[config.mk]
export PLATFORM = sky130hd
export DESIGN_NAME = tbblc_ram
export DESIGN_NICKNAME = d
export VERILOG_FILES = /design/src/design/tbblc_ram.sv
export SDC_FILE = /design/constraint.sdc
export NUM_CORES = 1
export LEC_CHECK = 0
export ABC_AREA = 1
export CAP_MARGIN = 15
export CORE_MARGIN = 4
export CORE_UTILIZATION = 40
export DETAILED_ROUTE_END_ITERATION = 10
export DONT_BUFFER_PORTS = 1
export SYNTH_ARGS = -nofsm -noshare
export SYNTH_HDL_FRONTEND = slang
export SYNTH_SLANG_ARGS = --single-unit
[constraint.sdc]
create_clock -name clk -period 1.4 [get_ports clk]
set_input_delay 0.14 -clock clk [delete_from_list [all_inputs] [get_ports clk]]
set_output_delay 0.14 -clock clk [all_outputs]
set_load 0.01 [all_outputs]
[src/design/tbblc_ram.sv]
`timescale 1ns / 1ps
// Generic single-write, single-read RAM with registered read data.
// No dependencies.
module tbblc_ram #(
  parameter int W = 8,
  parameter int D = 16
) (
  input  logic                 clk,
  input  logic                 we,
  input  logic [$clog2(D)-1:0] waddr,
  input  logic [W-1:0]         wdata,
  input  logic [$clog2(D)-1:0] raddr,
  output logic [W-1:0]         rdata
);

  logic [W-1:0] mem [D];

  always_ff @(posedge clk) begin
    if (we) begin
      mem[waddr] <= wdata;
    end
    rdata <= mem[raddr];
  end

endmodule

Word-level counts from Yosys, hierarchy flattened
Memories as Yosys holds them, arrays and structs flattened. A register that Yosys moved wholly into a read port is not among the register bits.
Index checks and enable logic that the tools add are counted.
{"block": "op_classes", "n_mux": 2}
{"cell": "2-to-1 mux 1 bit", "n": 2}
{"block": "totals", "inputBits": 18, "elab_cells": 3, "mem_count": 1, "regBits": 0, "mem_bits_rw": 128}
{"name": "mem", "depth": 16, "width": 8, "read_ports": 1, "rd_clocked_by_memory_dff": 1, "wr": 1, "line_no": "16", "rtl": "logic [W-1:0] mem [D];"}

Logic depth before layout (Yosys ltp)
Gate-level depths: netlist of the first run.
{"block": "logic_depth", "ltp_word": 2, "mapped_depth": 8, "mapped_depth_nobuf": 7}

Worst setup path after synthesis of the first run
Ideal clock, no wire load.
{"block": "synth_timing", "kind": "input -> register", "from": "input waddr[2]", "to": "memory mem[10][0] (enable)", "setup_slack_ns": 0.309, "path_stages": 2, "setup_ns": 0.370, "arrival_time_ns": 0.721, "cell_sequence": "nand3b_1 > nor2_1"}
{"element": "from (decl)", "line_no": "10", "rtl": "input logic [$clog2(D)-1:0] waddr,"}
{"element": "to (decl)", "line_no": "16"}
Straight into the memory's write port.

Worst setup path after layout of the first run
{"block": "layout_timing", "from": "input wdata[5]", "to": "memory mem[12][5], data pin"}
{"element": "from (decl)", "line_no": "11", "rtl": "input logic [W-1:0] wdata,"}
Straight into the memory's write port.

==> results of run 1 <==
worst min-delay path, delay by kind of cell:
kind,cells,cell delay [ps]
simple gates,4,270
logic make-up (layout without fill, tap and decap cells):
group,Yosys count,in the layout,synth area share (%)
and+or+nand+nor,289,289,21.05
DFF,136,136,69.43
buffers and inverters,126,165,9.525
layout by cell type (no fill, tap or decap), types with 3 or more instances in the layout:
| cell | netlist | final |
|---|---|---|
| inv_1 | 100 | 100 |
| clkinvlp_4 | 0 | 4 |
| nor2_1 | 17 | 17 |
| nand3_1 | 97 | 97 |
| buf_4 | 4 | 17 |
| clkinv_4 | 0 | 3 |
| edfxtp_1 | 128 | 128 |
| dlygate4sd3_1 | 0 | 12 |
| dfxtp_1 | 8 | 8 |
| clkinv_2 | 0 | 4 |
| nand2_1 | 173 | 173 |
| clkbuf_16 | 0 | 17 |
report_power, final:
| part | internal, mW | switching (mW) | total, mW | leakage (nW) |
|---|---|---|---|---|
| Clock | 2.35 | 1.63 | 3.98 | 0.255 |
| Combinational | 0.150 | 0.328 | 0.479 | 1.35 |
| Sequential | 4.55 | 0.0480 | 4.60 | 1.22 |
flip-flops by register name, indices dropped and copies added (netlist names):
| name | flops |
|---|---|
| mem | 128 |
| rdata | 8 |
layer usage:
| layer | wire (µm) | part of all wire, % | track usage [%] |
|---|---|---|---|
| met5 | 0 | 0 | 0 |
| met4 | 250 | 1.9 | 6.554 |
| met3 | 1007 | 7.5 | 4.542 |
| met2 | 6558 | 49 | 27.26 |
| met1 | 5677 | 42 | 23.37 |
area by class of cell:
class	instances	area [µm²]	area share (%)
multi-input combinational	289	1214	18.25
tap	180	225.2	3.387
inverter	102	382.9	5.757
clock inverter	11	76.32	1.148
clock buffer	21	460.4	6.924
sequential	136	4004	60.21
timing repair buffer	31	287.8	4.327
worst paths after layout:
check	start	end	slack [ps]	cells after the start
worst min-delay path	raddr[1]	rdata[5]	50	4
worst max register to register	mem[9][4]	rdata[4]	350	6
worst max-delay path	wdata[5]	mem[12][5]	200	1
worst min register to register	mem[13][1]	rdata[1]	680	6
stage by stage:
| step | worst slack (ps) | area (µm²) | utilization, % | hold slack, ps |
|---|---|---|---|---|
| 2_1_floorplan | 309.2 | 5767 | - | 238.9 |
| 3_3_place_gp | 200.2 | 5993 | 42.84 | 240.2 |
| 3_5_place_dp | 210.8 | 5993 | 42.84 | 240.3 |
| 4_1_cts | 257.7 | 6640 | 47.47 | 2.304 |
| 5_1_grt | 168.3 | 6650 | 47.54 | 38.48 |
| 6_report | 202.8 | 6650 | 47.54 | 46.88 |
==> run summary, run 1 <==
Post-route setup TNS: 0 ps
Synth Cell Area: 0.005767 mm²
Worst vdd rail ir drop: 0.0007626 V
CTS max path bufs: 2
Vias: 3832
Final setup viols: 0
Crit-path leading delay family: buffers and inverters
Area contributors post-synth: edfxtp_1 67%, nand2_1 11%, nand3_1 8.4%, inv_1 6.5%, dfxtp_1 2.8%
Actual slew at the worst max-slew pin: 901.7 ps
Antenna violations before repair: 0
Synth top area share: 66.65%
Fin cells: 770
CP Cell Sequence: dlygate4sd3_1
Seq cells post-synth: 136
Post-Syn Area per Cell: 10.47 µm²
Largest stage delay, worst path: 1130 ps
HPWL Detailed: 8112 µm
Fin crit period: 1197 ps
Area Overhead vs Synth: 15.32%
Crit Path Max Fanout: 16
RSZ-0062 raised after global routing: false
Largest net degree at the start of global routing: 66
Status: completed
Yosys cell types: 12
Final Cycle Share: 85.51%
Sink Count: 136
First-pass GRT wire length: 21200 µm
NumNets Final: 595
Die width: 128.1 µm
Post-synthesis cell count: 551
DR iter-0 viols: 451
Top-count cell post-synth: nand2_1
Die area: 0.01640 mm²
Placed cell count: 726
Ys async rst share: 0%
Clock transition at path regs: 60 ps
Post-CTS Hold Buffers: 11
Worst Path Arrival: 1280 ps
Vias in the first global route: 3705
Vias per cell: 4.977
Total Power: 9.060 mW
Layout cell share with drive strength beyond 1: 8.644%
Htree depth: 4
DRC Markers: 0
GR Util All Layers: 17.40%
Yosys warns: 0
Startpoint types: primary input
TritonCTS buffer count: 17
Io pins: 26
Commonest cells post-synth: 173 x nand2_1, 128 x edfxtp_1, 100 x inv_1
Core ar.: 0.01399 mm²
Initial Util: 41.23%
LEAKAGE: 2.831 nW
Type of the tightest min-delay check: in -> reg
Remaining antenna violation count: 0
Seq/Total Area, Yosys: 69.43%
Post-CTS Repair Setup Buffers: 0
Post-CTS Resized: 0
Worst Path Required: 1480 ps
TritonCTS clock tree: built
Synth area leader: edfxtp_1
Post-synth top flop: edfxtp_1
Clock Latency Late Sink: 410 ps
Total grt overflow: 0
Max frequency: 0.8353 GHz
Worst path bufs/invs: 1
FP Rows: 43
Root Buffer: clkbuf_16
Final hold viol count: 0
Max_cap viols: 0
Final Max Slew Viols: 0
Clock Skew: 6.941 ps
Die Ht: 128.1 µm
First drt pass iteration count: 5
Post-synth EDFFs: 128
DR WL/cell: 17.52 µm
Input/output buffers: 0
CP Class: in -> reg
Crit end category: flop
PD cells: 1362 mW/mm²
Rel. slew slack: 39.69%
ANT cells: 0
Fillers: 1267
Routed WL: 13490 µm
Placer Congestion: 0.8296
CP max-delay cell: dlygate4sd3_1
Syn Nets: 569
Power figures use the tool's default switching activity.
==> inputs of run 2 (changes only) <==
==> constraint.sdc (replaced) <==
create_clock -name clk -period 1.4 [get_ports clk]
set_input_delay 0 -clock clk [delete_from_list [all_inputs] [get_ports clk]]
set_output_delay 0 -clock clk [all_outputs]
set_load 0.01 [all_outputs]
==> run 2 against run 1 <==
First-iteration DRC count decreased by 32%. Via count is 1.0% lower. Total power grew 4.6%. Routed wire length rose by 2.4%. Sequential power is essentially flat. Highest routed layer unchanged. Utilization up 0.57 points. Sequential cell count unchanged. Combinational power grew 8.4%. Critical endpoint is now rdata[6].
==> run summary, run 2 (synthesis gave the netlist of run 1 again) <==
Status: completed
Actual slew at the worst max-slew pin: 779.9 ps
TritonCTS buffer count: 17
Core ar.: 0.01399 mm²
Largest stage delay, worst path: 990 ps
Top flop regs: mem (128), rdata (8)
Crit-path leading delay family: buffers and inverters
Die area: 0.01640 mm²
Crit end category: flop
Most frequent cell on the critical path: nand3_1
Sw Ratio: 20.85%
Comb power frac: 5.5%
Largest net degree at the start of global routing: 53
Root Buffer: clkbuf_16
Reg with most FFs: mem
Switch Pwr: 1.977 mW
Clock share of power: 45.9%
FP Rows: 43
Die width: 128.1 µm
Clock Skew: 11.54 ps
Area Overhead vs Synth: 16.71%
CP max-delay cell: dlygate4sd3_1
Post-route setup TNS: 0 ps
Internal Power: 7.502 mW
Final setup viols: 0
Routed WL: 13820 µm
Worst vdd rail ir drop: 0.0009012 V
Vias per cell: 4.918
Input/output buffers: 0
Remaining antenna violation count: 0
HPWL Detailed: 7949 µm
Layout cell share with drive strength beyond 1: 8.629%
CP Cell Sequence: dlygate4sd3_1, nand3_1, nand3_1, nand2_1
Max_cap viols: 0
Crit Path Max Fanout: 16
Vias in the first global route: 3755
DR WL/cell: 17.92 µm
LEAKAGE: 2.880 nW
Largest register FFs: 128
Startpoint types: primary input
Fillers: 1274
Die Ht: 128.1 µm
Vias: 3792
First drt pass iteration count: 5
PD cells: 1408 mW/mm²
DRC Markers: 0
Fin crit period: 1102 ps
Final Cycle Share: 78.74%
Post-route worst setup slack: 297.6 ps
RSZ-0062 raised after global routing: false
Clock Latency Late Sink: 420 ps
Commonest non-fill, non-tap cell in the layout: nand2_1
Antenna violations before repair: 0
First-pass GRT wire length: 21560 µm
Share of total power in sequential cells: 48.6%
GR Util All Layers: 18.11%
Post-CTS Resized: 0
ANT cells: 0
Worst path bufs/invs: 1
Final Max Slew Viols: 0
Most frequent cells in the layout: 173 x nand2_1, 128 x edfxtp_1, 100 x inv_1
CP Class: in -> reg
Worst Path Arrival: 1410 ps
CTS max path bufs: 2
Type of the tightest min-delay check: in -> reg
Placer Congestion: 0.7944
NumNets Final: 596
Io pins: 26
Rel. slew slack: 47.83%
TritonCTS clock tree: built
Final hold viol count: 0
Initial Util: 41.23%
Clock transition at path regs: 60 ps
Total grt overflow: 0
Sink Count: 136
Htree depth: 4
Worst Path Required: 1700 ps
Max frequency: 0.9071 GHz
DP Worst Slack: 272.8 ps
DR iter-0 viols: 305
==> run 2: changes by cell type in the layout (fill, tap and decap cells not counted), moves of 2 or more <==
cell        delta
buf_12         +2
bufinv_16      +2
clkbuf_8       +2
clkinv_4       -3
clkinvlp_4     -3
==> run 2: through the flow <==
| stage | power [mW] | util, % | area, µm² | instances | hold slack, ps |
|---|---|---|---|---|---|
| floorplan | 4.993 | - | 5767 | 551 | 98.87 |
| detailed placement | 5.055 | 42.79 | 5986 | 725 | 100.1 |
| global placement | 5.049 | 42.79 | 5986 | 725 | 100.2 |
| finish | 9.478 | 48.11 | 6730 | 771 | 9.703 |
| CTS | 9.543 | 48.11 | 6730 | 771 | 1.171 |
| global route | 9.813 | 48.11 | 6730 | 771 | 23.52 |
==> run 2: cell type report <==
type	count	area [µm²]	area share, %
Timing Repair Buffer	32	320.3	4.759
Inverter	102	382.9	5.689
Clock buffer	23	488.0	7.250
Multi-Input combinational cell	289	1214	18.03
Sequential cell	136	4004	59.49
Clock inverter	9	96.34	1.431
Tap cell	180	225.2	3.346
==> run 2: worst min-delay path, delay by kind of cell <==
family / cells / cell delay, ps
AND/OR/NAND/NOR: 4 / 390
==> run 2: final timing paths <==
check                                 from  endpoint  slack (ps)  cells past startpoint
worst max register to register  mem[10][5]  rdata[5]         350                      6
worst max-delay path              raddr[2]  rdata[6]         300                      4
worst min-delay path              raddr[1]  rdata[2]          10                      4
worst min register to register   mem[6][7]  rdata[7]         680                      6
==> run 2: power groups by stage <==
stage               combinational (mW)  clock [mW]  sequential [mW]
finish                           0.519        4.35             4.61
floorplan                        0.321           0             4.67
global placement                 0.358           0             4.69
CTS                              0.520        4.41             4.61
global route                     0.575        4.62             4.62
detailed placement               0.361           0             4.69
==> run 2: per-layer routing <==
metal	part of all wire (%)	global-route usage (%)	wire, µm
met2	47	27.76	6457
met3	6.0	4.000	827
met5	0	0	0
met1	44	24.45	6060
met4	3.4	8.926	475
==> run 2: what timing repair did <==
| item | 4_1_cts | 5_1_grt |
|---|---|---|
| buffers inserted | 0 | 0 |
| hold buffers | 14 | 0 |
| endpoints found under the hold margin | 136 | 0 |
