### src/design/tbblc_pkg.sv
`timescale 1ns / 1ps
// Package for the two-table byte-budget LRU cache engine.
// Types, widths and codes shared by the scan unit, the top level and the testbench; no dependencies.
package tbblc_pkg;

  localparam int ENTRIES = 16;              // slots per table
  localparam int SLOT_W  = $clog2(ENTRIES);
  localparam int ADDR_W  = SLOT_W + 1;      // table bit above the slot
  localparam int DEPTH   = 2 * ENTRIES;
  localparam int KEY_W   = 64;
  localparam int SIZE_W  = 40;
  localparam int STAMP_W = 48;
  localparam int BYTES_W = 45;

  // request codes
  localparam logic [2:0] F_INS_SNAP = 3'd0;
  localparam logic [2:0] F_INS_DELT = 3'd1;
  localparam logic [2:0] F_GET_SNAP = 3'd2;
  localparam logic [2:0] F_GET_DELT = 3'd3;
  localparam logic [2:0] F_EVC_SNAP = 3'd4;
  localparam logic [2:0] F_EVC_DELT = 3'd5;

  // result status codes
  localparam logic [1:0] ST_OK      = 2'd0;
  localparam logic [1:0] ST_MISS    = 2'd1;
  localparam logic [1:0] ST_TOOBIG  = 2'd2;
  localparam logic [1:0] ST_FULL    = 2'd3;

  // notice kinds
  localparam logic KIND_EVICT = 1'b0;
  localparam logic KIND_FINAL = 1'b1;

  typedef struct packed {
    logic [2:0]        func;
    logic [KEY_W-1:0]  key;
    logic [SIZE_W-1:0] entry_bytes;
  } cmd_t;

  typedef struct packed {
    logic               notice_kind;
    logic               which_table;
    logic [3:0]         slot;
    logic [KEY_W-1:0]   entry_key;
    logic [1:0]         status;
    logic [BYTES_W-1:0] bytes_in_use;
    logic               last;
  } result_t;

  // one stored entry, as held in the tag memory
  typedef struct packed {
    logic [KEY_W-1:0]   key;
    logic [SIZE_W-1:0]  size;
    logic [STAMP_W-1:0] stamp;
  } entry_t;

  localparam int ENTRY_W = $bits(entry_t);

  // sequencer to scan unit
  typedef struct packed {
    logic go;       // start a scan
    logic lru;      // 1: min-stamp search over both tables, 0: key search
    logic tbl;      // table for a key search
  } scan_ctl_t;

  // scan unit to sequencer
  typedef struct packed {
    logic              done;
    logic              found;
    logic              tbl;
    logic [SLOT_W-1:0] slot;
    logic [KEY_W-1:0]  key;
    logic [SIZE_W-1:0] size;
  } scan_res_t;

endpackage

### src/design/tbblc_scan.sv
`timescale 1ns / 1ps
// Scan unit: walks the tag memory one entry a cycle with a shared comparator,
// doing either a key search over one table or a least-stamp search over both.
// Depends on tbblc_pkg.
module tbblc_scan import tbblc_pkg::*; (
  input  logic              clk,
  input  logic              rst,
  input  scan_ctl_t         ctl,
  input  logic [KEY_W-1:0]  key,
  input  logic [DEPTH-1:0]  valid,
  input  entry_t            rd_entry,
  output logic [ADDR_W-1:0] raddr,
  output scan_res_t         res
);

  logic [ADDR_W:0]   cnt;    // next address to issue, can reach DEPTH
  logic [ADDR_W:0]   lim;
  logic              running;
  logic              dv;     // read data valid this cycle
  logic [ADDR_W-1:0] daddr;
  logic              mode_lru;
  logic [STAMP_W-1:0] best;
  logic              take;

  assign raddr = cnt[ADDR_W-1:0];

  // shared compare: key match, or strictly older stamp
  always_comb begin
    take = 1'b0;
    if (dv && valid[daddr]) begin
      if (mode_lru) begin
        take = !res.found || (rd_entry.stamp < best);
      end else begin
        take = !res.found && (rd_entry.key == key);
      end
    end
  end

  // address walk and running best
  always_ff @(posedge clk) begin
    if (rst) begin
      running   <= 1'b0;
      dv        <= 1'b0;
      res.done  <= 1'b0;
      res.found <= 1'b0;
      cnt       <= '0;
      lim       <= '0;
    end else begin
      res.done <= 1'b0;
      if (ctl.go) begin
        running   <= 1'b1;
        dv        <= 1'b0;
        res.found <= 1'b0;
        mode_lru  <= ctl.lru;
        if (ctl.lru) begin
          cnt <= '0;
          lim <= (ADDR_W+1)'(DEPTH);
        end else begin
          cnt <= {1'b0, ctl.tbl, {SLOT_W{1'b0}}};
          lim <= (ADDR_W+1)'({1'b0, ctl.tbl, {SLOT_W{1'b0}}}) + (ADDR_W+1)'(ENTRIES);
        end
      end else if (running) begin
        if (cnt != lim) begin
          dv    <= 1'b1;
          daddr <= cnt[ADDR_W-1:0];
          cnt   <= cnt + 1'b1;
        end else begin
          dv <= 1'b0;
          if (!dv) begin
            running  <= 1'b0;
            res.done <= 1'b1;
          end
        end
        if (take) begin
          res.found <= 1'b1;
          best      <= rd_entry.stamp;
          res.tbl   <= daddr[ADDR_W-1];
          res.slot  <= daddr[SLOT_W-1:0];
          res.key   <= rd_entry.key;
          res.size  <= rd_entry.size;
        end
      end
    end
  end

endmodule

### config.mk
export PLATFORM = sky130hd
export DESIGN_NAME = tbblc_scan
export DESIGN_NICKNAME = d
export VERILOG_FILES = /design/src/design/tbblc_pkg.sv /design/src/design/tbblc_scan.sv
export SDC_FILE = /design/constraint.sdc
export NUM_CORES = 1
export LEC_CHECK = 0
export ABC_AREA = 1
export BUFFER_PORTS_ARGS = -buffer_cell sky130_fd_sc_hd__buf_4
export CAP_MARGIN = 20
export CORE_AREA = 2 2 143 145
export DETAILED_ROUTE_END_ITERATION = 8
export DIE_AREA = 0 0 145 147
export MAX_ROUTING_LAYER = met4
export PLACE_DENSITY_LB_ADDON = 0.08
export RECOVER_POWER = 25
export SLEW_MARGIN = 20
export SYNTH_ARGS = -nofsm -noshare
export SYNTH_HDL_FRONTEND = slang
export SYNTH_SLANG_ARGS = --single-unit
### constraint.sdc
create_clock -name clk -period 10.5 [get_ports clk]
set_input_delay 1.05 -clock clk [delete_from_list [all_inputs] [get_ports clk]]
set_output_delay 1.05 -clock clk [all_outputs]
set_load 0.005 [all_outputs]
Word level (Yosys, flattened, before mapping)

Index checks and enable logic that the tools add are counted.

Register bits: 179
Bits in latches: 0
Memory bits (writable): 0
Memory bits (read-only): 0
Bits of input ports: 253
Output and inout port bits: 116
Logic and storage cells: 50
Memories: 0

Add/sub/neg operators: 2
$mul: 0
Divide/modulo/power cells: 0
Order comparisons: 2
Eq/ne operators: 2
Shift-type cells: 0
Multiplexer cells: 15
Bitwise logic cells: 3
Reductions and logical operators: 13

Operators by type and width:

| cell                  | number |
|---|---|
| $eq A64 B64 Y1        | 1 |
| $lt A48 B48 Y1        | 1 |
| $mux W6               | 4 |
| $mux W1               | 9 |
| $reduce_and A4 Y1     | 2 |
| $add A5 B5 Y6 const B | 1 |
| $add A6 B1 Y6 const B | 1 |
| $lt A5 B6 Y1 const B  | 1 |
| $ne A6 B6 Y1          | 1 |
| $reduce_and A2 Y1     | 3 |
| $bmux W1 S5           | 1 |
| $mux W5               | 1 |
| $reduce_bool A2 Y1    | 2 |
| $reduce_or A4 Y1      | 1 |
| $not A1 Y1            | 3 |
| $logic_and A1 B1 Y1   | 2 |
| $reduce_or A2 Y1      | 1 |
| $logic_not A1 Y1      | 1 |
| $logic_or A1 B1 Y1    | 1 |

Depth between registers and ports, before layout

Gate-level depths: netlist (run 1).

Word-level depth: 5
Mapped depth: 13
Gate-level depth less buffers: 13

Worst setup path before layout (run 1)

OpenSTA, ideal clock, no wires.

Path kind: input to register
Start point: in rd_entry[19] in the netlist's numbering
End point: reg best[0] (enable)
Setup time: 675 ps
Arrival time: 8,466 ps
Data required time: 9,825 ps
Slack: 1,359 ps
Cell stages on the path: 9
Buffers on the path: 0
Path through: ha_1 -> a21o_1 -> o21ai_0 -> nand2_1 -> nand2_1 -> nand2_1 -> nor2_1 -> a21boi_0 -> nor2_1

Word-level cells in the longest chain between the ends: 5

Ends and longest elaborated chain:

| item                               | line             | text |
|---|---|---|
| start: declaration                 | tbblc_scan.sv:11 | `input entry_t rd_entry,` |
| $lt A48 B48 Y1                     | tbblc_scan.sv:32 | `take = !res.found \|\| (rd_entry.stamp < best);` |
| $logic_or A1 B1 Y1                 | tbblc_scan.sv:32 |  |
| $mux W1                            | tbblc_scan.sv:31 | `if (mode_lru) begin` |
| $mux W1                            | tbblc_scan.sv:30 | `if (dv && valid[daddr]) begin` |
| $reduce_and A4 Y1 (no source line) | -                |  |
| end signal: assignment             | tbblc_scan.sv:76 | `best <= rd_entry.stamp;` |
| end: declaration                   | tbblc_scan.sv:22 | `logic [STAMP_W-1:0] best;` |

No other way between the ends.
A chain may end at the register's enable or synchronous reset.

Final worst setup path (run 1)

Start point: in rd_entry[41] in the netlist's numbering
End point: reg res[54] in the netlist's numbering (enable)

Word-level cells in the longest chain between the ends: 5

Ends and longest elaborated chain:

| item                               | line             | text |
|---|---|---|
| $lt A48 B48 Y1                     | tbblc_scan.sv:32 |  |
| $logic_or A1 B1 Y1                 | tbblc_scan.sv:32 |  |
| $mux W1                            | tbblc_scan.sv:31 |  |
| $mux W1                            | tbblc_scan.sv:30 |  |
| $reduce_and A4 Y1 (no source line) | -                |  |
| end: declaration                   | tbblc_scan.sv:13 | `output scan_res_t res` |

No other way between the ends.

==> qor.csv, run 1 <==
metric,value,unit
outcome,finished clean,
antenna_found_initial,0,
drt-pass1-iter-count,4,
start_kind,input port,
post_cts_resized,0,
grt_pass1_vias,6131,
met2_usage,34.02,%
diodes,0,
final.setup.tns,0,ns
slew_viol_final,0,
ctsHoldBuffers,0,
setup_viol_count_final,0,
yosysWarnings,0,
maxSlewHeadroom,27.41,%
grt_setup_unrepaired,no,
min_path_type,reg -> reg,
final_cell_area,0.01168,mm2
cts_buffers,17,
use_met3,4.317,%
root_buffer,clkbuf_16,
vdd_drop_max,125.2,uV
cts.reportedPaths.clkPinSlew,0.07,ns
synth_seq_area_share,62.55,%
multi_input_area,0.002476,mm2
num_vias,6465,
crit_type,in -> reg,
avgRoutedWirePerCell,15.16,um
synth_nets,1067,
core,0.01984,mm2
track_usage,20.41,%
drc,0,
place_congestion,0.8321,
hold_depth,1,
cts_tree,built,
die_x,145,um
fp.dieArea,0.02132,mm2
busiest_layer,met2,
worstPathMaxFanout,79,
synth-seq-cells,175,
max_freq,219.4,MHz
ys_types,35,
io-pin-count,369,
syn_to_final_growth,42.26,%
seqCellArea,0.005135,mm2
die_h,147,um
hold_violations,0,
place_ws,5.496,ns
maxCapViolations,0,
insertion_delay,0.43,ns
rows,52,
h-tree-depth,4,
drive_gt1_share,31.95,%
cts_sinks,175,
fin_crit,4.557,ns
min_period_over_period,43.40,%
grt-ovfl-total,0,
nFillCells,1768,
nets,1447,
drt_iter0_drc,246,
tightest_slew,1.089,ns
netlist_instances,765,
fin_worst_skew,0.01432,ns
r2r_cells,13,
pwr_density_cell,133.3,mW/mm2
start_util,41.37,%
holdWs,0.4703,ns
drt-total-wl,21.65,mm
setup_ws,5.943,ns
worstPathArrival,4.60,ns
avgSynthCellArea,10.73,um2
ant_nets,0,
endpoint_kind,register,
syn_area,0.008209,mm2
cts_setup_buffers,0,
vias_per_cell,4.527,
gr-usage-met1,24.98,%
placed_area,0.01124,mm2
grt_max_degree,80,
dp_hpwl,17.43,mm
grt_pass1_wl,32.31,mm
cts_buffer_depth,2,
cp.required,10.54,ns
io_buffers,368,
p_leak,5.379,nW
flip-flops by register name, summed over array words and instances (netlist names):
signal    flops
best         48
cnt           6
daddr         5
dv            1
lim           2
mode_lru      1
res         111
running       1
Yosys cell counts:
master      n  area [um2]
o21ai_1     2       10.01
nor2_4      1       11.26
xor2_1     14       122.6
nand3_1    24       120.1
buf_4       6       45.04
o21ai_0    30       150.1
nor3_2      1       10.01
edfxtp_1  163        4895
a211oi_1    2       15.01
buf_12      1       20.02
o31ai_1     1       7.510
o21bai_1    1       7.510
o21a_1      3       22.52
nor3_1      4       20.02
nand3_2     2       20.02
o22ai_1     1       6.260
nand2_2     4       25.02
a21oi_1    29       145.1
nand2_1   172       645.6
nor2_2      1       6.260
dfxtp_1    12       240.2
inv_1     134       503.0
nand3b_1    4       30.03
nor4_1      1       6.260
ha_1       49       613.1
buf_6       1       11.26
a21boi_0    1       7.510
xnor2_1    10       87.58
or2_2       5       31.28
a21o_1      2       15.01
buf_8       1       15.01
nand4_1     8       50.05
a22o_1      1       8.760
inv_8       1       11.26
nor2_1     73       274.0
worst max-delay path, cell delays in order:
cell	delay, ns
buf_4	0.11
ha_1	0.30
nand2_1	0.07
inv_1	0.03
o21ai_0	0.14
a21oi_1	0.08
nor2_1	0.10
nand2_1	0.08
nor2_1	0.11
a21boi_0	0.17
nor2_4	0.66
buf_4	0.65
buf_4	0.90
placed cells by master (no fill, tap or decap), drive strengths merged, types with 10 or more instances in the layout:
master	netlist	final
a21oi	29	29
buf	9	266
clkbuf	0	121
dfxtp	12	12
edfxtp	163	163
ha	49	49
inv	135	142
nand2	176	176
nand3	26	26
nor2	75	75
o21ai	32	32
xnor2	10	10
xor2	14	14
layout make-up:
class,instances,share of cell area (%)
inverters,135,4.403
repair buffers,370,22.24
well taps,270,2.893
multi-input cells,446,21.20
clock buffers,17,3.643
clock inverters,15,1.650
flip-flops and latches,175,43.97
worst paths after layout:
kind	start	endpoint	slack, ns
max	rd_entry[41]	res[54]	5.94
min reg2reg	dv	res[110]	0.47
min	dv	res[110]	0.47
max reg2reg	daddr[0]	res[54]	6.09
per-stage QoR:
stage / util [%] / cells / power (W)
after CTS: 59.76 / 1428 / 0.001582
after floorplan: - / 765 / 0.0008370
after global placement: 56.65 / 1396 / 0.0009305
after global routing: 58.85 / 1428 / 0.001615
final: 58.85 / 1428 / 0.001556
after detailed placement: 56.65 / 1396 / 0.0009330
per-layer routing:
| layer | up-vias | wire [um] |
|---|---|---|
| li1 | 3287 | - |
| met1 | 2953 | 9381 |
| met2 | 197 | 10790 |
| met3 | 28 | 1004 |
| met4 | 0 | 471 |
| met5 | - | 0 |
power by group:
part	switching [W]	total [W]	leakage (nW)	internal, W
Clock	0.000304	0.000648	0.295	0.000345
Combinational	0.0000620	0.000142	3.52	0.0000804
Sequential	0.00000288	0.000766	1.56	0.000763
Total	0.000368	0.00156	5.38	0.00119
kinds of logic (layout without fill, tap and decap cells):
| family | Yosys count | in the layout | synth area share (%) |
|---|---|---|---|
| compound gates | 73 | 73 | 4.816 |
| xor+xnor | 24 | 24 | 2.561 |
| buf+inv | 144 | 537 | 7.377 |
| simple gates | 300 | 300 | 15.23 |
| flops | 175 | 175 | 62.55 |
| fa+ha+maj | 49 | 49 | 7.468 |
(Power assumes the default switching activity.)
==> inputs of run 2 (changes only) <==
--- a/config.mk
+++ b/config.mk
@@ -5,7 +5,7 @@
 export SDC_FILE = /design/constraint.sdc
 export NUM_CORES = 1
 export LEC_CHECK = 0
-export ABC_AREA = 1
+export ABC_AREA = 0
 export BUFFER_PORTS_ARGS = -buffer_cell sky130_fd_sc_hd__buf_4
 export CAP_MARGIN = 20
 export CORE_AREA = 2 2 143 145
==> constraint.sdc (replaced) <==
create_clock -name clk -period 4.7 [get_ports clk]
set_input_delay 0.47 -clock clk [delete_from_list [all_inputs] [get_ports clk]]
set_output_delay 0.47 -clock clk [all_outputs]
set_load 0.005 [all_outputs]
==> qor.csv, run 2 <==
metric,value,unit,change
outcome,finished clean,,
root_buffer,clkbuf_16,,
drive_gt1_share,40.04,%,+8.1 points
dp_hpwl,18.42,mm,+5.7%
final_cell_area,0.01138,mm2,-2.5%
max_freq,313.8,MHz,
p_clk_share,42.1,%,+0.4 points
intPower,0.002649,W,+120%
worstPathArrival,3.24,ns,-1.36 ns
power.combinational.fraction,8.5,%,-0.6 points
grt_setup_unrepaired,no,,
die_x,145,um,unchanged
ys_types,49,,+40%
pwr_density_cell,303.3,mW/mm2,+130%
final_cell_mix,"buf_4 (256), edfxtp_1 (163), inv_1 (59)",,
cp.required,4.76,ns,-5.78 ns
hold_violations,0,,unchanged
dp.cells,1157,,-17%
seqPwrFrac,49.4,%,+0.2 points
yosysWarnings,0,,unchanged
min_period_over_period,67.80,%,
synth_seq_area_share,66.41,%,+3.9 points
synth_edf_count,163,,unchanged
yosys-top-cells-area,"edfxtp_1 (63%), ha_1 (7.9%), xor2_1 (6.1%)",,
crit_chain,inv_1 -> ha_4 -> nand4_1 -> nor3_1 -> a221o_1 -> o311ai_1 -> nand3_1 -> nor4_4 -> buf_4,,
ctsHoldBuffers,0,,unchanged
final.setup.tns,0,ns,unchanged
syn_area,0.007732,mm2,-5.8%
synth_nets,829,,-22%
antenna_found_initial,1,,+1
synth_common_cells,"edfxtp_1 (163), inv_1 (59), xor2_1 (54)",,
synth_top_area_cell,edfxtp_1,,
rows,52,,unchanged
track_usage,21.41,%,+1.0 points
netlist_instances,527,,-31%
ant_nets,0,,unchanged
drc,0,,unchanged
drt-total-wl,22.65,mm,+4.6%
critPathLaunch,best[18],,
tightest_slew,0.7452,ns,-0.3437 ns
maxSlewHeadroom,50.32,%,+23 points
cts_sinks,175,,unchanged
cts_buffer_depth,2,,unchanged
grt_pass1_vias,5776,,-5.8%
vias_per_cell,4.787,,+5.7%
drt-pass1-iter-count,4,,unchanged
yosysMostFrequentCell,edfxtp_1,,
drt_iter0_drc,242,,-1.6%
grt-ovfl-total,0,,unchanged
slowest_stage,buf_4,,
synth_ff_type,edfxtp_1,,
final_common_cell,buf_4,,
placed_area,0.01098,mm2,-2.4%
worstPathMaxFanout,57,,-28%
endpoint_kind,register,,
nets,1208,,-17%
fin_worst_skew,0.008935,ns,-0.005387 ns
largest_register_ffs,111,,unchanged
synth_top_cell_area_share,63.30,%,+3.7 points
power.share.switching,23.28,%,-0.40 points
post_cts_resized,0,,unchanged
stdcell_count,1190,,-17%
avgRoutedWirePerCell,19.03,um,+26%
top_register,res,,
start_kind,register,,
cts_buffers,17,,unchanged
num_vias,5697,,-12%
slew_viol_final,0,,unchanged
top_regs,"res: 111 flops, best: 48 flops, cnt: 6 flops",,
vdd_drop_max,234.3,uV,+87%
setup_ws,1.514,ns,-4.429 ns
reg2reg_from,best[18],,
synth-seq-cells,175,,unchanged
synthArstFlopShare,0,%,unchanged
p_switching,0.0008036,W,+120%
fin_crit,3.186,ns,
avgSynthCellArea,14.67,um2,+37%
grt_pass1_wl,33.27,mm,+3.0%
cts_tree,built,,
place_congestion,0.9237,,+11%
cp_slowest_stage_delay,0.66,ns,-0.24 ns
insertion_delay,0.43,ns,about the same
start_util,38.97,%,-2.4 points
cts.reportedPaths.clkPinSlew,0.08,ns,about the same
place_ws,1.305,ns,-4.191 ns
p_leak,4.758,nW,-12%
io-pin-count,369,,unchanged
grt_max_degree,101,,+26%
io_buffers,368,,unchanged
setup_viol_count_final,0,,unchanged
maxCapViolations,0,,unchanged
syn_to_final_growth,47.22,%,
core,0.01984,mm2,unchanged
cts_setup_buffers,0,,unchanged
die_h,147,um,unchanged
crit_type,reg -> reg,,
min_path_type,in -> reg,,
min_from,rd_entry[60],,
fp.dieArea,0.02132,mm2,unchanged
h-tree-depth,4,,unchanged
==> run 2: final timing paths <==
check | to | slack (ns) | cells past startpoint
hold reg to reg | cnt[5] | 0.50 | 2
setup / recovery | res[74] | 1.51 | 9
hold / removal | res[12] | 0.23 | 1
setup reg to reg | res[74] | 1.51 | 9
==> run 2: power by group through the flow <==
stage	combinational (W)	clock, W	sequential [W]
floorplan	0.0000980	0	0.00174
global placement	0.000306	0	0.00174
detailed placement	0.000315	0	0.00174
CTS	0.000317	0.00149	0.00171
global route	0.000320	0.00156	0.00171
finish	0.000292	0.00145	0.00171
==> run 2: kinds of logic (layout without fill, tap and decap cells) <==
group,after synthesis,after routing,share of synthesized area (%)
AOI/OAI and AO/OA,62,62,5.469
xor gates and xnor gates,60,60,6.796
adders and majority gates,49,49,7.929
buffers and inverters,69,461,3.803
DFF,175,175,66.41
muxes,15,15,2.799
other,0,1,0
and+or+nand+nor,97,97,6.796
==> run 2: cell type report <==
| class | instances | area [um2] |
|---|---|---|
| clock inverters | 15 | 190.2 |
| well taps | 270 | 337.8 |
| flip-flops and latches | 175 | 5135 |
| multi-input cells | 283 | 2491 |
| inverters | 59 | 221.5 |
| fillers | 1668 | 8461 |
| clock buffers | 17 | 425.4 |
| diodes | 1 | 2.502 |
| repair buffers | 370 | 2580 |
==> run 2: worst max-delay path, delay by kind of cell (launching register included) <==
kind	cells	cell delay, ns
simple gates	4	0.83
fa+ha+maj	1	0.21
flops	1	0.37
compound gates	2	0.59
buf+inv	2	0.77
==> run 2: per-layer routing <==
| metal | vias to the layer above | global-route usage (%) | share of wire [%] | wire length, um |
|---|---|---|---|---|
| met2 | 219 | 34.86 | 50 | 11320 |
| met5 | - | - | 0 | 0 |
| li1 | 2722 | - | - | - |
| met1 | 2711 | 24.46 | 40 | 8951 |
| met3 | 45 | 6.118 | 6.7 | 1510 |
| met4 | 0 | 10.45 | 3.8 | 867 |
==> run 2: metrics by stage <==
| stage | hold slack (ns) | utilization [%] | total power [W] |
|---|---|---|---|
| final | 0.2339 | 57.36 | 0.003452 |
| after detailed placement | 0.4909 | 55.31 | 0.002058 |
| after CTS | 0.1934 | 58.41 | 0.003512 |
| after global placement | 0.4797 | 55.31 | 0.002048 |
| after floorplan | 0.4255 | - | 0.001839 |
| after global routing | 0.2069 | 57.36 | 0.003584 |
==> inputs of run 3 (changes only) <==
==> constraint.sdc (replaced) <==
create_clock -name clk -period 3 [get_ports clk]
set_input_delay 0.3 -clock clk [delete_from_list [all_inputs] [get_ports clk]]
set_output_delay 0.3 -clock clk [all_outputs]
set_load 0.005 [all_outputs]
==> qor.csv, run 3 (synthesized netlist as in run 2, its figures left out) <==
metric,value,unit,change
outcome,finished clean,,
final_core_util,57.02,%,-0.34 points
insertion_delay,0.42,ns,about the same
p_leak,4.777,nW,+0.40%
cp.required,3.17,ns,-1.59 ns
top_regs,"res: 111 flops, best: 48 flops, cnt: 6 flops",,
rows,52,,unchanged
h-tree-depth,4,,unchanged
hold_depth,1,,unchanged
fp.dieArea,0.02132,mm2,unchanged
final_cell_mix,"buf_4 (259), edfxtp_1 (163), clkbuf_1 (60)",,
intPower,0.004055,W,+53%
drt_iter0_drc,288,,+19%
p_switching,0.001245,W,+55%
core,0.01984,mm2,unchanged
placed_area,0.01095,mm2,-0.25%
cts_buffers,17,,unchanged
cts_buffer_depth,2,,unchanged
met2_usage,34.76,%,-0.095 points
max_freq,368.5,MHz,+17%
grt_max_degree,35,,-65%
cts_sinks,175,,unchanged
use_met3,5.932,%,-0.19 points
largest_register_ffs,111,,unchanged
worstPathArrival,2.88,ns,-0.36 ns
dp_hpwl,17.00,mm,-7.7%
worstPathMaxFanout,34,,-40%
vdd_drop_max,361.5,uV,+54%
slew_viol_final,0,,unchanged
cts.reportedPaths.clkPinSlew,0.08,ns,about the same
final.setup.tns,0,ns,unchanged
min_period_over_period,90.46,%,+23 points
endpoint_kind,register,,
grt_pass1_wl,31.77,mm,-4.5%
start_util,38.97,%,unchanged
root_buffer,clkbuf_16,,
cts_tree,built,,
drive_gt1_share,39.05,%,-0.99 points
seqPwrFrac,50.5,%,+1.1 points
hold_violations,0,,unchanged
busiest_layer,met2,,
maxCapViolations,0,,unchanged
top_register,res,,
power,0.005300,W,+54%
drt-pass1-iter-count,4,,unchanged
r2r_cells,6,,-3
track_usage,20.00,%,-1.4 points
min_path_type,in -> reg,,
stdcell_count,1197,,+0.59%
ant_nets,0,,unchanged
fin_worst_skew,0.01095,ns,+0.002019 ns
maxSlewHeadroom,62.32,%,+12 points
grt_pass1_vias,5947,,+3.0%
diodes,0,,-1
p_clk_share,41.1,%,-1.0 points
avgRoutedWirePerCell,17.27,um,-9.3%
nets,1216,,+0.66%
final_cell_area,0.01132,mm2,-0.59%
grt-ovfl-total,0,,unchanged
drt-total-wl,20.67,mm,-8.7%
crit_type,reg -> reg,,
power.combinational.fraction,8.4,%,about the same
power.share.switching,23.49,%,+0.21 points
dp.cells,1165,,+0.69%
grt_setup_unrepaired,no,,
final_common_cell,buf_4,,
vias_per_cell,4.704,,-1.7%
die_h,147,um,unchanged
num_vias,5631,,-1.2%
pwr_density_cell,468.3,mW/mm2,+54%
gr-usage-met1,22.44,%,-2.0 points
drc,0,,unchanged
io_buffers,368,,unchanged
io-pin-count,369,,unchanged
antenna_found_initial,0,,-1
ctsHoldBuffers,0,,unchanged
setup_viol_count_final,0,,unchanged
die_x,145,um,unchanged
start_kind,register,,
syn_to_final_growth,46.34,%,
cts_setup_buffers,0,,unchanged
place_congestion,0.8891,,-3.7%
tightest_slew,0.5600,ns,-0.1853 ns
fin_crit,2.714,ns,-0.4726 ns
post_cts_resized,0,,unchanged
run 3: power groups by stage:
stage	clock (W)	sequential (W)	combinational [W]
CTS	0.00224	0.00267	0.000489
floorplan	0	0.00273	0.000149
finish	0.00218	0.00267	0.000447
global route	0.00233	0.00267	0.000494
global placement	0	0.00273	0.000472
detailed placement	0	0.00273	0.000486
run 3: final timing paths:
check	startpoint	slack, ns	endpoint
setup / recovery	daddr[0]	0.29	best[33]
hold / removal	rd_entry[74]	0.07	res[26]
setup reg to reg	daddr[0]	0.29	best[33]
hold reg to reg	dv	0.48	res[110]
run 3: area by class of cell:
type,instances,area [um2]
Clock buffer,17,425.4
Clock inverter,15,167.7
Fill cell,1698,8528
Inverter,59,221.5
Multi-Input combinational cell,283,2341
Sequential cell,175,5135
Tap cell,270,337.8
Timing Repair Buffer,378,2688
run 3: worst max-delay path, cell delays in order, from the launching register on:
cell	delay, ns
edfxtp_1	0.62
mux4_1	0.62
mux2_2	0.29
a311oi_2	0.48
nor4_4	0.09
buf_4	0.18
buf_12	0.17
run 3: layer usage:
metal | vias up | part of all wire, % | routed length (um)
met2 | 206 | 52 | 10790
met5 | - | 0 | 0
met1 | 2654 | 39 | 8061
met3 | 29 | 6.5 | 1344
li1 | 2742 | - | -
met4 | 0 | 2.3 | 476
run 3: metrics by stage:
| stage | hold WS (ns) | worst slack (ns) |
|---|---|---|
| after global placement | 0.4711 | 0.1905 |
| after global routing | 0.04645 | 0.01772 |
| after detailed placement | 0.4648 | 0.1863 |
| after CTS | 0.02976 | 0.2332 |
| final | 0.07254 | 0.2861 |
| after floorplan | 0.3691 | -3.922 |
